File: config.mk
export PLATFORM = sky130hd
export DESIGN_NAME = oanht_front
export DESIGN_NICKNAME = d
export VERILOG_FILES = /design/src/hdl/oanht_pkg.sv /design/src/hdl/oanht_front.sv
export SDC_FILE = /design/constraint.sdc
export NUM_CORES = 1
export LEC_CHECK = 0
export ABC_CLOCK_PERIOD_IN_PS = 2100
export BUFFER_PORTS_ARGS = -buffer_cell sky130_fd_sc_hd__buf_2
export CAP_MARGIN = 5
export CELL_PAD_IN_SITES_DETAIL_PLACEMENT = 0
export CELL_PAD_IN_SITES_GLOBAL_PLACEMENT = 1
export CORE_MARGIN = 2
export CORE_UTILIZATION = 30
export DETAILED_ROUTE_END_ITERATION = 10
export HOLD_SLACK_MARGIN = 0.12
export PLACE_DENSITY_LB_ADDON = 0.05
export SYNTH_ARGS = -nofsm -noshare
export SYNTH_HDL_FRONTEND = slang
export SYNTH_SLANG_ARGS = --single-unit
File: constraint.sdc
create_clock -name clk -period 2.1 [get_ports clk]
set_input_delay 0.105 -clock clk [delete_from_list [all_inputs] [get_ports clk]]
set_output_delay 0.105 -clock clk [all_outputs]
set_load 0.01 [all_outputs]
File: src/hdl/oanht_pkg.sv
// ----------------------------------------------------------------------------
// oanht_pkg
// shared types and codes of the name hash table
// ----------------------------------------------------------------------------
package oanht_pkg;

  localparam int KEY_W    = 10;
  localparam int LETTER_W = 5;
  localparam int STATUS_W = 3;
  localparam int SLOT_W   = 6;
  localparam int PROBE_W  = 6;
  localparam logic [KEY_W-1:0] KEY_MAX = 10'd1023;

  localparam logic [STATUS_W-1:0] ST_INSERTED  = 3'd0;
  localparam logic [STATUS_W-1:0] ST_FOUND     = 3'd1;
  localparam logic [STATUS_W-1:0] ST_NOT_FOUND = 3'd2;
  localparam logic [STATUS_W-1:0] ST_FULL      = 3'd3;
  localparam logic [STATUS_W-1:0] ST_TOO_LONG  = 3'd4;

  // name job handed from front to back
  typedef struct packed {
    logic             lookup;
    logic             too_long;
    logic [KEY_W-1:0] key;
    logic [6:0]       len;   // letter count, up to MAX_NAME_LETTERS
    logic             bank;  // staging buffer that holds the letters
  } job_t;

endpackage

File: src/hdl/oanht_front.sv
// ----------------------------------------------------------------------------
// oanht_front
// letter staging, key accumulation and job issue
// ----------------------------------------------------------------------------
module oanht_front #(
  parameter int MAX_NAME_LETTERS = 32,
  parameter int LEN_W            = 6
) (
  input  logic                     clk,
  input  logic                     rst_n,
  input  logic                     in_valid,
  output logic                     in_ready,
  input  logic                     in_operation,
  input  logic [4:0]               in_letter,
  input  logic                     in_last_letter,
  output logic                     job_valid,
  input  logic                     job_ready,
  output oanht_pkg::job_t          job,
  // back side reads staged letters of a bank
  input  logic                     rd_bank,
  input  logic [LEN_W-1:0]         rd_idx,
  output logic [4:0]               rd_letter,
  input  logic                     bank_free
);
  import oanht_pkg::*;

  logic [LETTER_W-1:0] stage_r [2][MAX_NAME_LETTERS];
  logic [LETTER_W-1:0] rd_letter_r;
  logic [KEY_W-1:0]    sum_r, sum_nxt;
  logic [LEN_W:0]      cnt_r, cnt_nxt;
  logic                long_r, long_nxt;
  logic                bank_r;
  logic                job_valid_r;
  job_t                job_r;
  logic [KEY_W:0]      sum_wide;
  logic                acc;

  // hold input while a job waits or the bank is still read by the back end
  assign in_ready  = !job_valid_r && bank_free;
  assign acc       = in_valid && in_ready;
  assign job_valid = job_valid_r;
  assign job       = job_r;
  assign rd_letter = rd_letter_r;

  always_comb begin
    sum_wide = {1'b0, sum_r} + {{(KEY_W+1-LETTER_W){1'b0}}, in_letter};
    sum_nxt  = sum_wide[KEY_W] ? KEY_MAX : sum_wide[KEY_W-1:0];
    long_nxt = long_r;
    cnt_nxt  = cnt_r;
    if (cnt_r < (LEN_W+1)'(MAX_NAME_LETTERS)) begin
      cnt_nxt = cnt_r + 1'b1;
    end else begin
      long_nxt = 1'b1;
    end
  end

  // staging store: one write and one registered read per cycle
  always_ff @(posedge clk) begin
    if (acc && cnt_r < (LEN_W+1)'(MAX_NAME_LETTERS)) begin
      stage_r[bank_r][cnt_r[LEN_W-1:0]] <= in_letter;
    end
    rd_letter_r <= stage_r[rd_bank][rd_idx];
  end

  always_ff @(posedge clk) begin
    if (!rst_n) begin
      sum_r <= '0; cnt_r <= '0; long_r <= 1'b0; bank_r <= 1'b0;
      job_valid_r <= 1'b0;
    end else begin
      if (job_valid_r && job_ready) job_valid_r <= 1'b0;
      if (acc) begin
        if (in_last_letter) begin
          job_valid_r     <= 1'b1;
          job_r.lookup    <= in_operation;
          job_r.too_long  <= long_nxt;
          job_r.key       <= sum_nxt;
          job_r.len       <= 7'(cnt_nxt);
          job_r.bank      <= bank_r;
          bank_r <= ~bank_r;
          sum_r <= '0; cnt_r <= '0; long_r <= 1'b0;
        end else begin
          sum_r <= sum_nxt; cnt_r <= cnt_nxt; long_r <= long_nxt;
        end
      end
    end
  end

endmodule

-- Word level (Yosys, flattened, before mapping)
Memory sizes are Yosys's and may differ from the RTL's.
Cells that the tools add are included.
- logic and storage cells: 45
- latch bits: 0
- memories kept: 1
- input port bits: 19
- ROM bits: 0
- memory bits (writable): 320
- output and inout bits: 27
- bits in registers: 45
- mux-type cells: 16
- bitwise logic cells: 3
- $mul: 0
- equality and inequality tests: 0
- $add $sub $neg: 2
- divide/modulo/power cells: 0
- shifts and indexed selects: 0
- magnitude comparators: 4
- reductions and logical operators: 8
- memories (memory ; depth ; bits a word ; rd ports ; clocked after Yosys merged registers in ; write ports ; line ; text):
    stage_r ; 2 ; 160 ; 1 ; 0 ; 1 ; oanht_front.sv:27 ; logic [LETTER_W-1:0] stage_r [2][MAX_NAME_LETTERS];
- operators with widths (kind ; count):
    $mux 160 ; 1
    $bmux 5 s5 ; 1
    $demux 5 s5 ; 1
    $mux 10 ; 2
    $mux 5 ; 3
    $ge 7x6->1 const B ; 2
    $mux 7 ; 2
    $not 6->7 ; 2
    $add 10x5->11 ; 1
    $add 7x1->7 const B ; 1
    $lt 7x1->1 const B ; 1
    $lt 7x6->1 const B ; 1
    $mux 1 ; 6
    $logic_and 1x1->1 ; 5
    $reduce_and 3->1 ; 1
    $reduce_and 2->1 ; 1
    $logic_not 1->1 ; 1
    $not 1->1 ; 1

-- Depth between registers and ports, before layout
Gate-level depths: netlist of the first run.
- depth in word-level cells: 6
- mapped depth: 9
- depth with buffers taken out: 8

-- Worst setup path after synthesis of the first run
OpenSTA, ideal clock, no wires.
- path type: register to register
- from: register sum_r[0]
- to: register job_r, in the netlist job[17], data pin
- setup time: 0.260 ns
- data required time: 1.840 ns
- cell stages (with the launch flop): 10
- clock period less this slack: 2.327 ns
- arrival: 2.067 ns
- setup slack: -0.227 ns
- cells stage by stage: dfxtp_1 -> ha_1 -> fa_1 -> a21o_1 -> a21oi_1 -> nor2b_1 -> o211ai_1 -> buf_2 -> nand2_1 -> mux2_2
- word-level cells in the longest chain between the ends: 2
- RTL lines (item ; line ; text):
    start, declared ; oanht_front.sv:29 ; logic [KEY_W-1:0] sum_r, sum_nxt;
    start signal, assigned ; oanht_front.sv:82 ; sum_r <= sum_nxt; cnt_r <= cnt_nxt; long_r <= long_nxt;
    $add 10x5->11 ; oanht_front.sv:46 ; sum_wide = {1'b0, sum_r} + {{(KEY_W+1-LETTER_W){1'b0}}, in_letter};
    $mux 10 ; oanht_front.sv:47 ; sum_nxt = sum_wide[KEY_W] ? KEY_MAX : sum_wide[KEY_W-1:0];
    net sum_nxt[9] ; oanht_front.sv:29 ;
    end, declared ; oanht_front.sv:34 ; job_t job_r;
The timed path passes the listed nets, and every way through them passes these cells.
A chain may end at the register's enable or synchronous reset.

-- Final worst setup path of the first run
- from: register sum_r[0]
- to: register sum_r[7]
- word-level cells in the longest chain between the ends: 3
- RTL lines (item ; line ; text):
    $add 10x5->11 ; oanht_front.sv:46 ;
    $mux 10 ; oanht_front.sv:47 ;
    $mux 10 ; oanht_front.sv:72 ; if (in_last_letter) begin
Every way passes these cells.

==> summary by stage, run 1 <==
Run status
The flow ran to the end, but the final reports show violations. The checks that failed: negative setup slack.

Power
For this design the ratio of total power to cell area is 866 nW/um2. The standby leakage power is 5.96 nW. IR analysis of the VDD net gives a maximum drop of roughly 0.00039 V.

CTS
The worst-case clock buffer depth is 3. TritonCTS built the clock tree. TritonCTS created 41 clock buffers.

The clock root buffer master is sky130_fd_sc_hd__clkbuf_16. The H-tree level count is 2. The number of sinks on the clock net is approximately 370. After clock tree synthesis, the clock-pin slew on the worst setup and hold paths is 0.06 ns. The clock latency reported for the late side of the worst-skew pair is 0.57 ns.

Flow run
Max-cap violations in this run came to 0.

STA
The worst path uses 103% of the clock period. The setup skew after layout is 0.0243 ns. The final worst-path setup slack is -0.0659 ns. The final period demand of the worst path is about 2.2 ns. For this run, the top clock speed supported by timing is between 400 and 500 MHz. The worst hold margin is 0.147 ns. Setup violations remaining at the end of the flow were counted as 8.

The final-report max-slew violation count is 0. Measured against its own limit, the worst slew margin works out to 48.8%. Setup repair after global routing could not meet its margin everywhere. For the pin with the worst max-slew slack, the measured transition is roughly 0.77 ns. The hold violation count in the final report is 0.

Setup path
For this run, the slowest stage of the critical path takes between 0.3 and 0.4 ns. Of all nets on the critical path, the largest fanout is 7. The critical path endpoint category is a flip-flop. The data required time of the worst path is 2.55 ns. At the worst endpoint, the arrival time is between 2 and 3 ns. The slowest cell on the critical path is sky130_fd_sc_hd__fa_2. The startpoint type of the worst setup path is a flip-flop. The critical path is of the reg2reg type. The critical path goes through ha_4, fa_2, a21o_1, a21oi_2, nor2b_2, o211ai_1, buf_4, a31oi_1, o221a_2.

Finish
The proportion of layout cells with a drive suffix above 1 is 32.4%. In the final layout, the multi-input gates occupy 3650 um2. For this run, the number of standard cells in the final layout without fillers is 1,631. In the final design database the tool counted 1,015 nets. The total area of sequential cells is around 11,000 um2. Relative to the synthesized area, the layout overhead comes to 22.2%. The filler cell count is 4,491. The share of the core filled with cells in the final layout is between 30% and 40%. The repair_antennas step left the layout with diodes totalling 0.

Routing
After the first detailed-routing iteration, the DRC count stood at roughly 430. The post-detailed-route via-to-cell ratio is 4.83. The first TritonRoute pass finished after 5 iterations. The routed via count is 7,871. The post-detailed-route count of antenna-violating nets is 0. The number of design rule violations left after detail routing is 0.

The overall routed net length is 39,900 um. After detailed routing, the average wire length per cell comes to 24.4 um.

Synthesis
Synthesis inferred 365 register bits. The count of unique library cells instantiated by Yosys is 53. Among all flip-flop cells after synthesis, the most frequent one is sky130_fd_sc_hd__edfxtp_1. The mapped cell area is 14,600 um2. After synthesis, the share of flip-flops with an asynchronous set or reset is 0%. The number of enable-type register cells in the synthesized netlist is 340. The number of nets in the synthesized netlist is about 820. The Yosys step of the flow raised 0 warnings. The average instance in the mapped netlist occupies 18.4 um2.

Sequential elements use 73.5% of the synthesized area. The number of instances in the synthesized netlist is approximately 790.

Die
After floorplanning, the core was divided into 80 placement rows. The die is 224 um wide. The effective utilization at floorplan is 30.5%.

The die is 224 um tall. The area enclosed by the die boundary is a little over 50,000 um2. In this run the standard cell core region covers 47,800 um2. The number of ports placed on the die boundary is between 40 and 50.

Global route
The first global-routing pass estimated 58,300 um of wire. The initial antenna violation count is 0. Global routing used between 10% and 20% of the available tracks. The global route total overflow is 0. The pin count of the biggest net entering global routing is 65.

The via count of the first global-routing pass is 8,597.

Min path
In this run the worst hold path is classified as in2reg.

Placement
Routability-driven placement finished with a final weighted congestion of 0.771. The number of buffer cells added on primary ports is 44. Before CTS, the worst setup slack after placement is -0.111 ns. In this run, placement finished with an instance count of 1,542. Summed over all nets, the half-perimeter wirelength after detailed placement is 26,600 um.
## layout by cell type, fill, tap and decap left out, drive strengths merged, types with 3 or more instances in the layout
cell type,instances
o22ai,11
mux4,80
ha,9
nand3,10
nand4,5
nor3,11
or3,3
dlygate4sd3,9
nor4,6
a31oi,7
o2111a,3
a21oi,10
clkbuf,55
buf,182
inv,9
nand2b,14
nor2,90
edfxtp,340
a32o,5
a22oi,4
dfxtp,25
o21a,3
and2,3
nand3b,3
o21ai,13
clkinv,15
mux2i,15
xnor2,9
nor2b,7
nand2,30
a211oi,4
## state kept, by name, summed over array words and instances (netlist names)
| signal | flops |
|---|---|
| job_valid | 1 |
| long_r | 1 |
| job | 20 |
| bank_r | 1 |
| cnt_r | 7 |
| rd_letter | 5 |
| sum_r | 10 |
| stage_r | 320 |
## layer usage
| layer | up-vias | GRT usage (%) | part of all wire [%] |
|---|---|---|---|
| li1 | 3585 | - | - |
| met1 | 4099 | 20.4 | 44 |
| met2 | 131 | 28.1 | 50 |
| met3 | 56 | 2.78 | 3.5 |
| met4 | 0 | 5.19 | 2.4 |
| met5 | - | 0 | 0 |
## per-stage QoR
stage / setup TNS, ns / cell area (um2) / power (mW)
2_1_floorplan: -0.139 / 14600 / 8.57
3_3_place_gp: -0.557 / 16400 / 8.99
3_5_place_dp: -0.863 / 16400 / 9.00
4_1_cts: -0.447 / 17700 / 15.7
5_1_grt: -2.04 / 17800 / 16.0
6_report: -0.323 / 17800 / 15.4
## Yosys cell counts, drive strengths merged (2+ instances only)
cell type / n / area (um2)
a21oi: 10 / 50.1
a211oi: 4 / 30.0
nor2: 90 / 338
a22oi: 4 / 30.0
o22ai: 11 / 68.8
o32a: 2 / 20.0
o221a: 2 / 22.5
or4: 2 / 15.0
o21ai: 13 / 65.1
or3: 3 / 18.8
a211o: 2 / 17.5
a32o: 5 / 50.1
edfxtp: 340 / 10200
buf: 23 / 160
a31oi: 7 / 43.8
o2111a: 3 / 33.8
nor2b: 7 / 43.8
ha: 9 / 113
mux4: 80 / 1820
a21o: 2 / 15.0
mux2: 2 / 22.5
inv: 6 / 22.5
clkbuf: 19 / 71.3
nand2: 30 / 113
and2: 3 / 18.8
nand2b: 14 / 87.6
nand3: 10 / 50.1
and3b: 2 / 17.5
nor4: 6 / 37.5
o211ai: 2 / 15.0
mux2i: 15 / 150
o21a: 3 / 22.5
nand4: 5 / 31.3
nor3: 11 / 55.1
dfxtp: 25 / 500
xnor2: 9 / 78.8
nand3b: 3 / 22.5
## power by group
group	total, mW	internal, mW	switching, mW	leakage (nW)
registers	8.00	7.98	0.0234	3.26
logic	0.833	0.337	0.497	2.11
clock network	6.58	3.76	2.83	0.594
## logic make-up after synthesis
family                   Yosys count  synth area share [%]
AND/OR/NAND/NOR                  188                  5.93
adder cells (fa/ha/maj)           10                 0.910
multiplexers                      97                  13.7
buffers and inverters             49                  1.77
AO/OA/AOI/OAI                     76                  3.69
XOR/XNOR                           9                 0.541
flip-flops                       365                  73.5
## cell type report
type / instances / share of cell area (%)
flip-flops and latches: 365 / 60.2
clock inverters: 18 / 0.647
inverters: 7 / 0.148
clock buffers: 55 / 6.12
well taps: 615 / 4.32
multi-input cells: 380 / 20.5
repair buffers: 191 / 8.09
## path summary, 6_finish.rpt
path | from | end | slack [ns] | depth (start not counted)
min | in_letter[0] | job[8] | 0.15 | 3
min reg2reg | long_r | long_r | 0.46 | 2
max reg2reg | sum_r[0] | sum_r[7] | -0.07 | 9
max | sum_r[0] | sum_r[7] | -0.07 | 9
## worst max-delay path, delay by kind of cell (launching register included)
kind / cells / cell delay [ns]
AND/OR/NAND/NOR: 1 / 0.07
flip-flops: 1 / 0.33
buffers and inverters: 1 / 0.22
AO/OA/AOI/OAI: 5 / 0.94
adder cells (fa/ha/maj): 2 / 0.50
## repair_timing
item,4_1_cts,5_1_grt
buffers inserted,3,4
gates resized for setup,1,9
endpoints found under the setup margin,15,70
pin swaps,4,4
endpoints found under the hold margin,25,0
hold buffers,9,0
gates cloned,0,0
Power figures use the tool's default switching activity.
==> inputs of run 2 (changes only) <==
--- a/config.mk
+++ b/config.mk
@@ -5,6 +5,7 @@
 export SDC_FILE = /design/constraint.sdc
 export NUM_CORES = 1
 export LEC_CHECK = 0
+export ABC_AREA = 1
 export ABC_CLOCK_PERIOD_IN_PS = 2100
 export BUFFER_PORTS_ARGS = -buffer_cell sky130_fd_sc_hd__buf_2
 export CAP_MARGIN = 5
@@ -15,6 +16,7 @@
 export DETAILED_ROUTE_END_ITERATION = 10
 export HOLD_SLACK_MARGIN = 0.12
 export PLACE_DENSITY_LB_ADDON = 0.05
+export SLEW_MARGIN = 40
 export SYNTH_ARGS = -nofsm -noshare
 export SYNTH_HDL_FRONTEND = slang
 export SYNTH_SLANG_ARGS = --single-unit
==> summary by stage, run 2 <==
Placement
The total cell area at the placement stage is 16,800 um2 (+2.2%). The final RePlAce weighted congestion is 0.737 (-4.3%). The number of buffer cells added on primary ports was 44 (unchanged). The placed wire-length estimate after detailed placement came to 27,300 um (+2.4%).

Setup path
Walking the worst path, the cells encountered are dlygate4sd3_1, buf_2, clkinvlp_4, nand2_1, nand3_1, nand3_1, dlygate4sd3_1, nand2_1. The path depth of the worst reg2reg path is 7 (-2). The longest individual stage delay on the worst path is 0.54 ns (+0.20 ns).

The data required time of the worst path came to 2.56 ns (about the same). STA classifies the critical path endpoint as a flip-flop. The largest individual stage delay along the critical path comes from the cell sky130_fd_sc_hd__dlygate4sd3_1. The data arrival at the endpoint of the critical path is 2.45 ns (-0.16 ns).

The critical setup path kind is in2reg. The startpoint type of the worst setup path is a primary input. The largest fanout on the critical path is 22 (+15).

Synthesis
The share of the yosys chip area belonging to registers is 69.6% (-3.9 points). In the synthesized netlist, the cells that appear most often are 508 x sky130_fd_sc_hd__nand2_1, 340 x sky130_fd_sc_hd__edfxtp_1, 289 x sky130_fd_sc_hd__nand3_1. The average footprint of a synthesized cell came to 10.9 um2 (-41%). The net count after synthesis is 1,443 (+75%).

Sorting the synthesized cells by area gives the leading types as sky130_fd_sc_hd__edfxtp_1 66%, sky130_fd_sc_hd__nand2_1 12%, sky130_fd_sc_hd__nand3_1 9.4%. The mapped cell area was 15,400 um2 (+5.7%). The number of warnings issued by yosys was 0 (unchanged).

The top cell type's share of synthesized area is 66.3% (-3.8 points). The most used flip-flop cell after synthesis is sky130_fd_sc_hd__edfxtp_1. The count of unique library cells instantiated by Yosys is 34 (-36%).

The number of flip-flops and latches in the synthesized netlist is 365 (unchanged). The number of instances in the synthesized netlist is 1,414 (+78%). The fraction of registers with async set or reset after synthesis is 0% (unchanged). The most common cell in the synthesized netlist is sky130_fd_sc_hd__nand2_1. The number of enable-type register cells in the synthesized netlist is 340 (unchanged). The cell type with the highest aggregate area in the netlist is sky130_fd_sc_hd__edfxtp_1.

Die
The area enclosed by the die boundary is 53,100 um2 (+5.6%). The width of the die is 231 um (+2.7%). The core region area is 51,000 um2 (+6.6%). The effective utilization at floorplan is 30.2% (-0.26 points).

The height of the die was 231 um (+2.7%). The number of ports placed on the die boundary is 46 (unchanged). The row count is 83 (+3.8%).

STA
The setup skew after layout is 0.0135 ns (-0.0108 ns). The hold violation count in the final report came to 0 (unchanged). The relative slew slack is 58.1% (+9.3 points). The final period demand of the worst path came to 1.99 ns (-0.177 ns).

The period utilization is 94.7% (-8.4 points). Setup repair after global routing could not meet its margin everywhere. The worst hold margin was 0.129 ns (-0.0179 ns).

The timing-limited maximum frequency is 503 MHz (+8.9%). The accumulated negative setup slack is 0 ns (+0.323 ns). The number of setup violations in the final report is 0 (-8). The transition time of the tightest slew-check pin is 0.628 ns (-0.140 ns). The final-report max-slew violation count came to 0 (unchanged).

Run status
The flow ran to the end, and the final reports show no timing, DRC or antenna violations.

Finish
The number of inserted diodes is 0 (unchanged). The finished layout cell area was 18,400 um2 (+3.3%). The synthesis-to-finish area growth is 19.4%. The share of the core filled with cells in the final layout came to 36.1% (-1.1 points).

The total number of nets in the final design is 1,552 (+53%). The total area of sequential cells was 10,700 um2 (unchanged). The area taken by multi-input logic gates is 4110 um2 (+13%). The proportion of layout cells with a drive suffix above 1 was 13.6% (-19 points).

The number of flip-flops in the largest register came to 320 (unchanged). The filler cell count is 5,135 (+14%). The most common cell after layout, fill and taps aside is sky130_fd_sc_hd__nand2_1.

In the layout the commonest cells are 508 x sky130_fd_sc_hd__nand2_1, 340 x sky130_fd_sc_hd__edfxtp_1, 289 x sky130_fd_sc_hd__nand3_1, 75 x sky130_fd_sc_hd__nor2_1, 70 x sky130_fd_sc_hd__buf_4.

Routing
The routed via count came to 10.3k (+30%). The mean routed wirelength per cell came to 20.1 um (-18%). The total iterations of the first detailed-routing run was 5 (unchanged).

The number of design rule violations left after detail routing was 0 (unchanged). The post-detailed-route via-to-cell ratio is 4.58 (-5.0%). The violation count after the first detailed-route iteration is 718 (+67%).

The overall routed net length is 44,900 um (+13%). The post-detailed-route count of antenna-violating nets is 0 (unchanged).

CTS
The number of sinks on the clock net came to 365 (unchanged). The CTS tree is built. The H-tree level count was 2 (unchanged). The worst-case clock buffer depth is 3 (unchanged). The clock root buffer master is sky130_fd_sc_hd__clkbuf_16. The clock transition at the registers of the reported paths is 0.06 ns (about the same). The clock latency reported for the late side of the worst-skew pair is 0.57 ns (about the same). The number of buffers created by CTS came to 44 (+7.3%).

Power
The maximum ir drop on the vdd rail is 0.000443 V (+15%). The fraction of power consumed by sequential logic was 48.4% (-3.5 points). The switching component of the power is 3.73 mW (+11%). The fraction of power consumed by the clock network is 45.4% (+2.7 points). The total power per unit cell area is 899 nW/um2 (+3.8%).

The standby leakage power is 6.84 nW (+15%). The proportion of total power due to net switching is 22.6% (+0.84 points). The combinational power share is 6.2% (+0.8 points). The cell internal power dissipation came to 12.8 mW (+6.0%).

Flow run
The max capacitance violation total is 0 (unchanged).

Min path
The number of cells on the worst hold path came to 4 (+1). The path type of the worst min-delay path is in2reg.

Global route
The via count of the first global-routing pass is 10.4k (+21%). The wire length of the first global-routing pass is 67,200 um (+15%). The pin count of the biggest net entering global routing came to 83 (+28%).

The initial antenna violation count is 2 (+2). The overall global routing resource usage is 17.2% (+1.1 points). The global route total overflow is 0 (unchanged).
run 2: changes by cell type after synthesis, sizes merged, moves of 14 or more:
cell	previous run	this run
inv	6	30
mux4	80	0
nand3	10	289
buf	23	55
nand2b	14	0
mux2i	15	0
nand2	30	511
run 2: through the flow:
| stage | total power, mW | std cells | setup WS, ns |
|---|---|---|---|
| after CTS | 16.8 | 2236 | 0.0456 |
| after detailed placement | 9.18 | 2141 | 0.0492 |
| after global routing | 17.2 | 2237 | -0.0570 |
| after global placement | 9.18 | 2141 | 0.0805 |
| after floorplan | 8.69 | 1414 | 0.272 |
| final | 16.5 | 2237 | 0.111 |
run 2: layout make-up:
type | instances | share of cell area, %
flip-flops and latches | 365 | 58.2
well taps | 680 | 4.63
repair inverters | 1 | 0.0272
repair buffers | 142 | 6.32
multi-input cells | 936 | 22.4
clock buffers | 57 | 6.37
clock inverters | 23 | 1.31
inverters | 33 | 0.721
run 2: final timing paths:
kind                                    from              end  slack (ns)
worst min-delay path            in_letter[1]           job[9]        0.13
worst max register to register     job_valid  stage_r[1][157]        0.13
worst min register to register        long_r           long_r        0.46
worst max-delay path               rd_idx[2]     rd_letter[3]        0.11
run 2: layer usage:
layer	routed length (um)	track usage (%)	part of all wire (%)	vias up
met1	20600	23.1	46	4966
met5	0	0	0	-
li1	-	-	-	5083
met3	1810	2.98	4.0	45
met2	21700	28.9	48	160
met4	810	4.23	1.8	0
run 2: logic make-up (layout without fill, tap and decap cells):
kind of cell / after synthesis / after routing / synth area share, %
and+or+nand+nor: 899 / 899 / 24.7
DFF: 365 / 365 / 69.6
buffers and inverters: 113 / 256 / 3.84
AOI/OAI and AO/OA: 23 / 23 / 0.797
adders and majority gates: 10 / 10 / 0.862
xor gates and xnor gates: 4 / 4 / 0.228
run 2: what timing repair did:
action                                  in CTS  in global routing
gates resized for setup                      0                  7
hold buffers                                15                  0
endpoints found under the setup margin       0                 41
hold endpoints to repair                    32                  0
buffers inserted                             0                  0
run 2: critical path: cells and delay by family:
| kind | cells | cell delay [ns] |
|---|---|---|
| buf+inv | 4 | 1.90 |
| simple gates | 4 | 0.42 |
run 2: power groups by stage:
stage	clock (mW)	sequential [mW]	combinational [mW]
after detailed placement	0	8.15	1.03
after floorplan	0	8.15	0.538
after global placement	0	8.15	1.03
after CTS	7.79	7.99	1.06
after global routing	8.03	7.99	1.14
final	7.51	7.99	1.02
